--- config.mk ---
export PLATFORM = sky130hd
export DESIGN_NAME = psst_fifo
export DESIGN_NICKNAME = d
export VERILOG_FILES = /design/src/rtl/psst_fifo.sv
export SDC_FILE = /design/constraint.sdc
export NUM_CORES = 1
export LEC_CHECK = 0
export BUFFER_PORTS_ARGS = -buffer_cell sky130_fd_sc_hd__buf_2
export CAP_MARGIN = 10
export CORE_MARGIN = 10
export CORE_UTILIZATION = 44
export DETAILED_ROUTE_END_ITERATION = 6
export PLACE_DENSITY_LB_ADDON = 0.12
export RECOVER_POWER = 100
export SYNTH_ARGS = -nofsm -noshare
export SYNTH_HDL_FRONTEND = slang
export SYNTH_SLANG_ARGS = --single-unit
--- constraint.sdc ---
create_clock -name clk -period 1.5 [get_ports clk]
set_input_delay 0.15 -clock clk [delete_from_list [all_inputs] [get_ports clk]]
set_output_delay 0.15 -clock clk [all_outputs]
set_load 0.005 [all_outputs]
--- src/rtl/psst_fifo.sv ---
// Two-entry queue with push/full and pop/empty sides.
// No dependencies.
module psst_fifo #(
  parameter int WIDTH = 8
) (
  input  logic             clk,
  input  logic             rst_n,
  input  logic             push,
  input  logic [WIDTH-1:0] wdata,
  output logic             full,
  input  logic             pop,
  output logic [WIDTH-1:0] rdata,
  output logic             empty
);

  logic [WIDTH-1:0] slot_r [2];
  logic             wp_r, rp_r;
  logic [1:0]       cnt_r;
  logic             do_push, do_pop;

  assign full    = (cnt_r == 2'd2);
  assign empty   = (cnt_r == 2'd0);
  assign do_push = push && !full;
  assign do_pop  = pop && !empty;
  assign rdata   = slot_r[rp_r];

  always_ff @(posedge clk) begin
    if (!rst_n) begin
      wp_r  <= 1'b0;
      rp_r  <= 1'b0;
      cnt_r <= 2'd0;
    end else begin
      if (do_push) wp_r <= ~wp_r;
      if (do_pop)  rp_r <= ~rp_r;
      cnt_r <= cnt_r + {1'b0, do_push} - {1'b0, do_pop};
    end
  end

  always_ff @(posedge clk) begin
    if (do_push) begin
      slot_r[wp_r] <= wdata;
    end
  end

endmodule

==> results.cfg <==
[place]
post-place-ws_ns = -0.05910
place.port_buffers = 21
routabilityCongestion = 0.6988
dp_cells = 101
hpwl_mm = 1.028

[critical_path]
end_kind = register
critical_path_buf_inv_count = 2
cp_slowest_cell = dfxtp_4
worst_path_most_repeated_cell = ha_4
start_kind = register
path_max_fanout = 4
cp_data_required_time_ns = 1.70
worstPathArrival_ns = 1.74
cp_top_family = adder cells
max_stage_delay_ns = 0.37
path_cells = o21a_4, ha_4, inv_2, ha_4, xor2_2, buf_4, nor2_4, nor3_2
worstSetupPathType = reg2reg

[cts]
hold_buffers = 0
root_buffer = clkbuf_4
clockBufferDepth = 2
clock_sinks = 21
cts_made_buffers = 3
htree_levels = 1
clk-insertion-delay-late_ns = 0.29
path_clk_slew_ns = 0.11
tritoncts = built

[power_and_ir_drop]
p_leak_nw = 0.4448
powerDensity_nw_per_um2 = 1653
vdd_ir_drop_max_uv = 875.7
total_power_mw = 1.802

[min_path]
min_path_type = in2reg

[floorplanning]
initial_core_util_pct = 46.52
rows = 15
fp.dieH_microns = 62.96
die_x_microns = 62.96
io_pins = 22
die_area_sq_um = 3964
fp.coreArea_sq_um = 1745

[sta]
tightest_slew_ns = 0.3963
report.final.slew_viol_count = 0
hold_slack_ns = 0.03462
rsz0062_at_grt = yes
relSlewSlack_pct = 73.58
setup_ws_ns = -0.04191
fin_crit_ns = 1.542
clock_skew_ns = 0.002857
post-route-period-util_pct = 102.8
hold_violations = 0
timing.fmax_mhz = 648.5
finalSetupViolations = 1

[grt]
grt_max_degree = 13
grt-ovfl-total = 0
grt_pass1_vias = 574
grt_antenna_before_repair = 0
grt_use_total_pct = 7.010
grt_pass1_wl_mm = 2.277

[cells_and_area]
fin_util_pct = 62.44
fin_nets = 97
final_cell_mix = buf_2 (19), edfxtp_1 (16), mux2_2 (8), buf_4 (6), nor2_1 (4)
final_common_cell = buf_2
area_delta_synth_final_pct = 34.21
n_antenna_cell = 0
layout-drive-gt1-share_pct = 60.98
stdcell_count = 107

[synth]
synth_ff_type = edfxtp_1
ys_seq_elements = 21
syn-cell-area_sq_um = 812.0
synthesis.nets = 66
ys_async_sr_fraction_pct = 0
yosysSeqAreaShare_pct = 71.49
synth_cell_types = 17
synth_edf_count = 16
synthCells = 52
avgSynthCellArea_sq_um = 15.62
yosysWarningCount = 0

[route]
drtIter0Drc = 12
drt-total-wl_mm = 1.420
ant_nets = 0
drt-wirelength-per-cell_microns = 13.27
first_pass_iters = 4
routed-via-count = 493
remaining_drc_errors = 0
vias_per_cell = 4.607

[run]
cap_viol_max_count = 0

[status]
violations = negative setup slack
outcome = finished with violations
layout make-up:
type / instances / area [sq um]
inverters: 3 / 11.26
clock buffers: 3 / 22.52
clock inverters: 1 / 5.005
flip-flops and latches: 21 / 589.3
well taps: 25 / 31.28
multi-input cells: 27 / 282.8
repair buffers: 27 / 147.6
fillers: 142 / 655.6
cells in the mapped netlist, drive strengths merged, types with 2 or more instances:
| master | instances | area, sq um |
|---|---|---|
| ha | 2 | 25.02 |
| mux2 | 8 | 90.09 |
| inv | 3 | 11.26 |
| dfxtp | 5 | 100.1 |
| nor2 | 5 | 18.77 |
| nand2b | 2 | 12.51 |
| and2 | 2 | 13.77 |
| nand2 | 2 | 7.510 |
| edfxtp | 16 | 480.5 |
registers in the layout, indices dropped and copies added, names as in the netlist, named ones only:
register,flops
rp_r,1
slot_r,16
cnt_r,2
wp_r,1
final timing paths:
kind / startpoint / cells past startpoint / slack [ns] / to
max: cnt_r[0] / 8 / -0.04 / cnt_r[1]
max reg2reg: cnt_r[0] / 8 / -0.04 / cnt_r[1]
min: wdata[2] / 1 / 0.03 / slot_r[1][2]
min reg2reg: wp_r / 2 / 0.49 / wp_r
cell families after synthesis:
| group | share of synthesized area [%] |
|---|---|
| compound gates | 1.079 |
| xor+xnor | 2.158 |
| fa+ha+maj | 3.081 |
| buf+inv | 2.002 |
| flops | 71.50 |
| mux | 12.33 |
| simple gates | 7.859 |
repair_timing:
item,4_1_cts,5_1_grt
resized for setup,10,4
pin swaps,4,4
setup buffers,1,1
endpoints found under the setup margin,9,1
power by group:
group	switching (mW)	internal, mW	leakage (nW)
sequential	0.0874	0.776	0.192
combinational	0.289	0.392	0.235
clock	0.158	0.0992	0.0177
total	0.535	1.27	0.445
through the flow:
stage                      TNS [ns]  cell area (sq um)
after detailed placement   -0.05910              985.9
after CTS                  -0.04172               1060
final                      -0.04191               1090
after floorplan                   0              824.5
after global placement    -0.006915              985.9
after global routing       -0.09790               1090
per-layer routing:
layer / vias to the layer above / GRT usage [%] / part of all wire (%)
li1: 243 / - / -
met2: 13 / 13.20 / 56
met1: 237 / 6.334 / 39
met3: 0 / 3.226 / 5.7
met4: 0 / 2.514 / 0
met5: - / 0 / 0
No activity file was read; power rests on OpenSTA's default activity.
