## src/rtl/psst_pkg.sv

```systemverilog
// Package for the packet source statistics block.
// Holds payload structs, command and state types and shared constants.
// No dependencies.
package psst_pkg;

  localparam int TABLE_DEPTH_DEF  = 256;
  localparam int REPORT_LIMIT_DEF = 16;

  localparam logic [15:0] ETYPE_IPV4 = 16'h0800;
  localparam logic [7:0]  PROTO_TCP  = 8'd6;
  localparam logic [7:0]  PROTO_UDP  = 8'd17;
  localparam logic [7:0]  PROTO_ICMP = 8'd1;

  localparam logic [4:0] HOSTS_TO_REPORT_RST = 5'd5;

  localparam logic ACT_ACCOUNT = 1'b0;
  localparam logic ACT_REPORT  = 1'b1;
  localparam logic KIND_SUMMARY = 1'b0;
  localparam logic KIND_HOST    = 1'b1;

  typedef struct packed {
    logic        action;
    logic [15:0] ether_type;
    logic [7:0]  ip_protocol;
    logic [31:0] source_address;
    logic [16:0] frame_length;
  } in_data_t;

  typedef struct packed {
    logic        kind;
    logic [31:0] packets_total;
    logic [47:0] bytes_total;
    logic [31:0] tcp_total;
    logic [31:0] udp_total;
    logic [31:0] icmp_total;
    logic [31:0] other_total;
    logic [8:0]  hosts_seen;
    logic [3:0]  rank;
    logic [31:0] host_address;
    logic [31:0] host_packets;
    logic        last;
  } out_data_t;

  typedef enum logic [1:0] {
    CLS_TCP,
    CLS_UDP,
    CLS_ICMP,
    CLS_OTHER
  } proto_cls_t;

  typedef struct packed {
    logic        is_report;
    logic        is_ipv4;
    proto_cls_t  cls;
    logic [31:0] src;
    logic [16:0] flen;
  } cmd_t;

  typedef enum logic [3:0] {
    ST_IDLE,
    ST_ACC_RD,
    ST_ACC_CMP,
    ST_ACC_INS,
    ST_SORT_LDI,
    ST_SORT_LDW,
    ST_SORT_RD,
    ST_SORT_CMP,
    ST_SORT_WR,
    ST_SUM,
    ST_HOST_RD,
    ST_HOST_EMIT
  } back_state_t;

endpackage

```

## src/rtl/psst_fifo.sv

```systemverilog
// Two-entry queue with push/full and pop/empty sides.
// No dependencies.
module psst_fifo #(
  parameter int WIDTH = 8
) (
  input  logic             clk,
  input  logic             rst_n,
  input  logic             push,
  input  logic [WIDTH-1:0] wdata,
  output logic             full,
  input  logic             pop,
  output logic [WIDTH-1:0] rdata,
  output logic             empty
);

  logic [WIDTH-1:0] slot_r [2];
  logic             wp_r, rp_r;
  logic [1:0]       cnt_r;
  logic             do_push, do_pop;

  assign full    = (cnt_r == 2'd2);
  assign empty   = (cnt_r == 2'd0);
  assign do_push = push && !full;
  assign do_pop  = pop && !empty;
  assign rdata   = slot_r[rp_r];

  always_ff @(posedge clk) begin
    if (!rst_n) begin
      wp_r  <= 1'b0;
      rp_r  <= 1'b0;
      cnt_r <= 2'd0;
    end else begin
      if (do_push) wp_r <= ~wp_r;
      if (do_pop)  rp_r <= ~rp_r;
      cnt_r <= cnt_r + {1'b0, do_push} - {1'b0, do_pop};
    end
  end

  always_ff @(posedge clk) begin
    if (do_push) begin
      slot_r[wp_r] <= wdata;
    end
  end

endmodule

```

## src/rtl/psst_front.sv

```systemverilog
// Front end: accepts input beats, classifies them and queues commands.
// Depends on psst_pkg and psst_fifo.
module psst_front
  import psst_pkg::*;
(
  input  logic     clk,
  input  logic     rst_n,
  input  logic     push,
  input  in_data_t in_data,
  output logic     full,
  input  logic     cmd_pop,
  output cmd_t     cmd,
  output logic     cmd_empty
);

  cmd_t cmd_in;

  always_comb begin
    cmd_in.is_report = (in_data.action == ACT_REPORT);
    cmd_in.is_ipv4   = (in_data.ether_type == ETYPE_IPV4);
    cmd_in.src       = in_data.source_address;
    cmd_in.flen      = in_data.frame_length;
    if (!cmd_in.is_ipv4) begin
      cmd_in.cls = CLS_OTHER;
    end else if (in_data.ip_protocol == PROTO_TCP) begin
      cmd_in.cls = CLS_TCP;
    end else if (in_data.ip_protocol == PROTO_UDP) begin
      cmd_in.cls = CLS_UDP;
    end else if (in_data.ip_protocol == PROTO_ICMP) begin
      cmd_in.cls = CLS_ICMP;
    end else begin
      cmd_in.cls = CLS_OTHER;
    end
  end

  psst_fifo #(.WIDTH($bits(cmd_t))) u_cmdq (
    .clk   (clk),
    .rst_n (rst_n),
    .push  (push),
    .wdata (cmd_in),
    .full  (full),
    .pop   (cmd_pop),
    .rdata (cmd),
    .empty (cmd_empty)
  );

endmodule

```

## config.mk

```make
export PLATFORM = sky130hd
export DESIGN_NAME = psst_front
export DESIGN_NICKNAME = d
export VERILOG_FILES = /design/src/rtl/psst_pkg.sv /design/src/rtl/psst_fifo.sv /design/src/rtl/psst_front.sv
export SDC_FILE = /design/constraint.sdc
export NUM_CORES = 1
export LEC_CHECK = 0
export ABC_AREA = 1
export ABC_CLOCK_PERIOD_IN_PS = 8470
export BUFFER_PORTS_ARGS = -buffer_cell sky130_fd_sc_hd__buf_2
export CORE_MARGIN = 4
export CORE_UTILIZATION = 40
export DETAILED_ROUTE_END_ITERATION = 10
export GPL_TIMING_DRIVEN = 0
export PLACE_DENSITY_LB_ADDON = 0.1
export SETUP_SLACK_MARGIN = 0.15
export SLEW_MARGIN = 15
export SYNTH_ARGS = -nofsm -noshare
export SYNTH_HDL_FRONTEND = slang
export SYNTH_SLANG_ARGS = --single-unit
```

## constraint.sdc

```tcl
create_clock -name clk -period 8.47 [get_ports clk]
set_clock_uncertainty 0.2 [all_clocks]
set_input_delay 1.694 -clock clk [delete_from_list [all_inputs] [get_ports clk]]
set_output_delay 1.694 -clock clk [all_outputs]
set_load 0.05 [all_outputs]
```

==> qor.yml <==
cts_tree: "yes"
yosysUniqueCellTypes: 15
clkSinkCount: 111
area_growth_pct: 26.0
cts.path.max_buffers: 2
synth_top_area_share_pct: 70.1
insertion_delay_ns: 0.33
numCtsBuffers: 9
cp.required_ns: 6.58
drc: 0
rsz0062_at_grt: "false"
cap_violations: 0
grt_overflow: 0
p_per_area_nw_per_um2: 300
chipHeight_um: 115
worst_slew_pin_slew_ns: 0.715
slew-limit-headroom_pct: 52.3
syn-instance-count: 259
synth_fp_nets: 339
fp.dieArea_um2: 13100
ctsRootBufferMaster: "clkbuf_16"
end_kind: "output port"
routabilityCongestion: 0.698
synth.largest_area_cell: "edfxtp_1"
wl_per_cell_um: 14.3
ir_drop_v: 0.000157
synth_area_leaders: "edfxtp_1, mux2_4, inv_1"
crit_fanout: 10
cp.depth: 4
cp_top_family: "buffers and inverters"
crit_buf_inv: 3
grt_usage_pct: 12.2
yosysSeqAreaShare_pct: 72.3
antenna_cells: 0
arrival_ns: 1.53
min_path_type: "reg -> reg"
port-buffer-count: 132
grt_pass1_vias: 2561
syn-cell-area_um2: 4540
hpwl_mm: 5.64
drive_gt1_share_pct: 51.5
initial_core_util_pct: 41.4
finalCritPeriodShare_pct: 40.5
r2r.worst_path.cells: 6
core_um2: 11000
whs_ns: 0.307
cp_slowest_stage_delay_ns: 0.32
io_pins: 133
finalCriticalPeriod_ns: 3.43
drt_iter0_drc: 78
postRouteAntennaNets: 0
hold_buffers: 0
h-tree-depth: 3
fmax_mhz: 292
syn_avg_cell_area_um2: 17.5
setup_viol: 0
finalNetCount: 488
hold_depth: 2
status: "complete, no violations"
worstSetupPathType: "reg -> out"
yosys.area_share.simple_pct: 4.57
p_leak_nw: 2.41
ys_ff_latch: 111
startpoint_type: "register"
antenna_found_initial: 0
cts_resized: 0
synth_top_family_by_area: "multiplexers"
hold_viol: 0
viasPerCell: 4.42
hold_start: "u_cmdq.rp_r"
rows: 38
cp_slowest_cell: "dfxtp_1"
totalWireLength_mm: 7.91
synth_adder_area_share_pct: 0.551
clkTransAtPathRegs_ns: 0.07
slew_viol_final: 0
grt_max_degree: 54
finish.utilization_pct: 52.1
die_x_um: 115
synthMuxAreaShare_pct: 17.3
regToRegStartpoint: "u_cmdq.cnt_r[1]"
path_cells: "buf_6 > buf_12 > mux2_4 > buf_2"
vias: 2439
cts_setup_buffers: 0
firstDrtPassIters: 4
synth_compound_area_share_pct: 0.110
ys_warn_count: 0
synth_xor_xnor_area_share_pct: 0.193
grt_pass1_wl_mm: 12.2
## synthesized netlist by cell type
master	count
xnor2_1	1
buf_12	5
inv_1	31
edfxtp_1	106
nor2_2	1
nor3_1	1
buf_6	1
nand2_1	29
mux2_4	50
ha_1	2
dfxtp_1	5
mux2_2	3
nand3_1	1
a21oi_1	1
nor2_1	22
## placed cells by master (no fill, tap or decap), types with 3 or more instances in the layout
cell type / n
buf_4: 3
buf_6: 4
mux2_4: 50
inv_1: 30
edfxtp_1: 106
nand2_1: 29
mux2_2: 3
nor2_1: 22
buf_2: 132
buf_12: 5
clkbuf_16: 9
dfxtp_1: 5
## flip-flops by register name (all words and copies together), names as in the netlist, named ones only
signal,count
u_cmdq.cnt_r,2
u_cmdq.rp_r,1
u_cmdq.slot_r,106
u_cmdq.wp_r,1
## per-layer routing
metal / routed length, um / share of wire (%) / global-route usage (%) / vias up
li1: - / - / - / 1211
met1: 3140 / 40 / 13.7 / 1144
met2: 4010 / 51 / 21.0 / 79
met3: 670 / 8.5 / 4.70 / 5
met4: 89 / 1.1 / 4.28 / 0
met5: 0 / 0 / 0 / -
## cell families (layout without fill, tap and decap cells)
group | count (synthesis) | in the layout
AO/OA/AOI/OAI | 1 | 1
XOR/XNOR | 1 | 1
adder cells (fa/ha/maj) | 2 | 2
buffers and inverters | 37 | 190
flip-flops | 111 | 111
multiplexers | 53 | 53
AND/OR/NAND/NOR | 54 | 54
## worst register-to-register path: cells and delay by family (launching register included)
kind	cells	cell delay [ns]
and+or+nand+nor	2	0.49
DFF	1	0.32
buffers and inverters	4	0.74
## per-stage QoR
step | cell area (um2) | worst slack (ns) | power [mW] | TNS, ns | cells
6_report | 5720 | 5.04 | 1.71 | 0 | 552
4_1_cts | 5720 | 5.01 | 1.74 | 0 | 552
3_5_place_dp | 5440 | 4.98 | 1.34 | 0 | 537
2_1_floorplan | 4540 | 2.39 | 1.21 | 0 | 259
3_3_place_gp | 5380 | -0.166 | 1.33 | -8.65 | 531
5_1_grt | 5720 | 4.97 | 1.79 | 0 | 552
## where the power goes
group / switching (mW) / leakage [nW] / total (mW) / internal [mW]
combinational: 0.402 / 1.25 / 0.613 / 0.210
sequential: 0.0174 / 1.02 / 0.702 / 0.684
clock: 0.175 / 0.133 / 0.401 / 0.225
total: 0.595 / 2.41 / 1.71 / 1.12
## area by class of cell
| type | count | area [um2] |
|---|---|---|
| multi-input cells | 111 | 1040 |
| clock buffers | 10 | 229 |
| fillers | 957 | 5260 |
| clock inverters | 5 | 50.0 |
| plain buffers | 6 | 111 |
| inverters | 31 | 119 |
| repair buffers | 138 | 717 |
| flip-flops and latches | 111 | 3280 |
| well taps | 140 | 175 |
## final timing paths
path	end	slack (ns)
worst max-delay path	cmd[27]	5.04
worst min-delay path	register	0.31
worst max register to register	u_cmdq.slot_r[0][37]	6.45
worst min register to register	register	0.31
No activity file was read; power rests on OpenSTA's default activity.
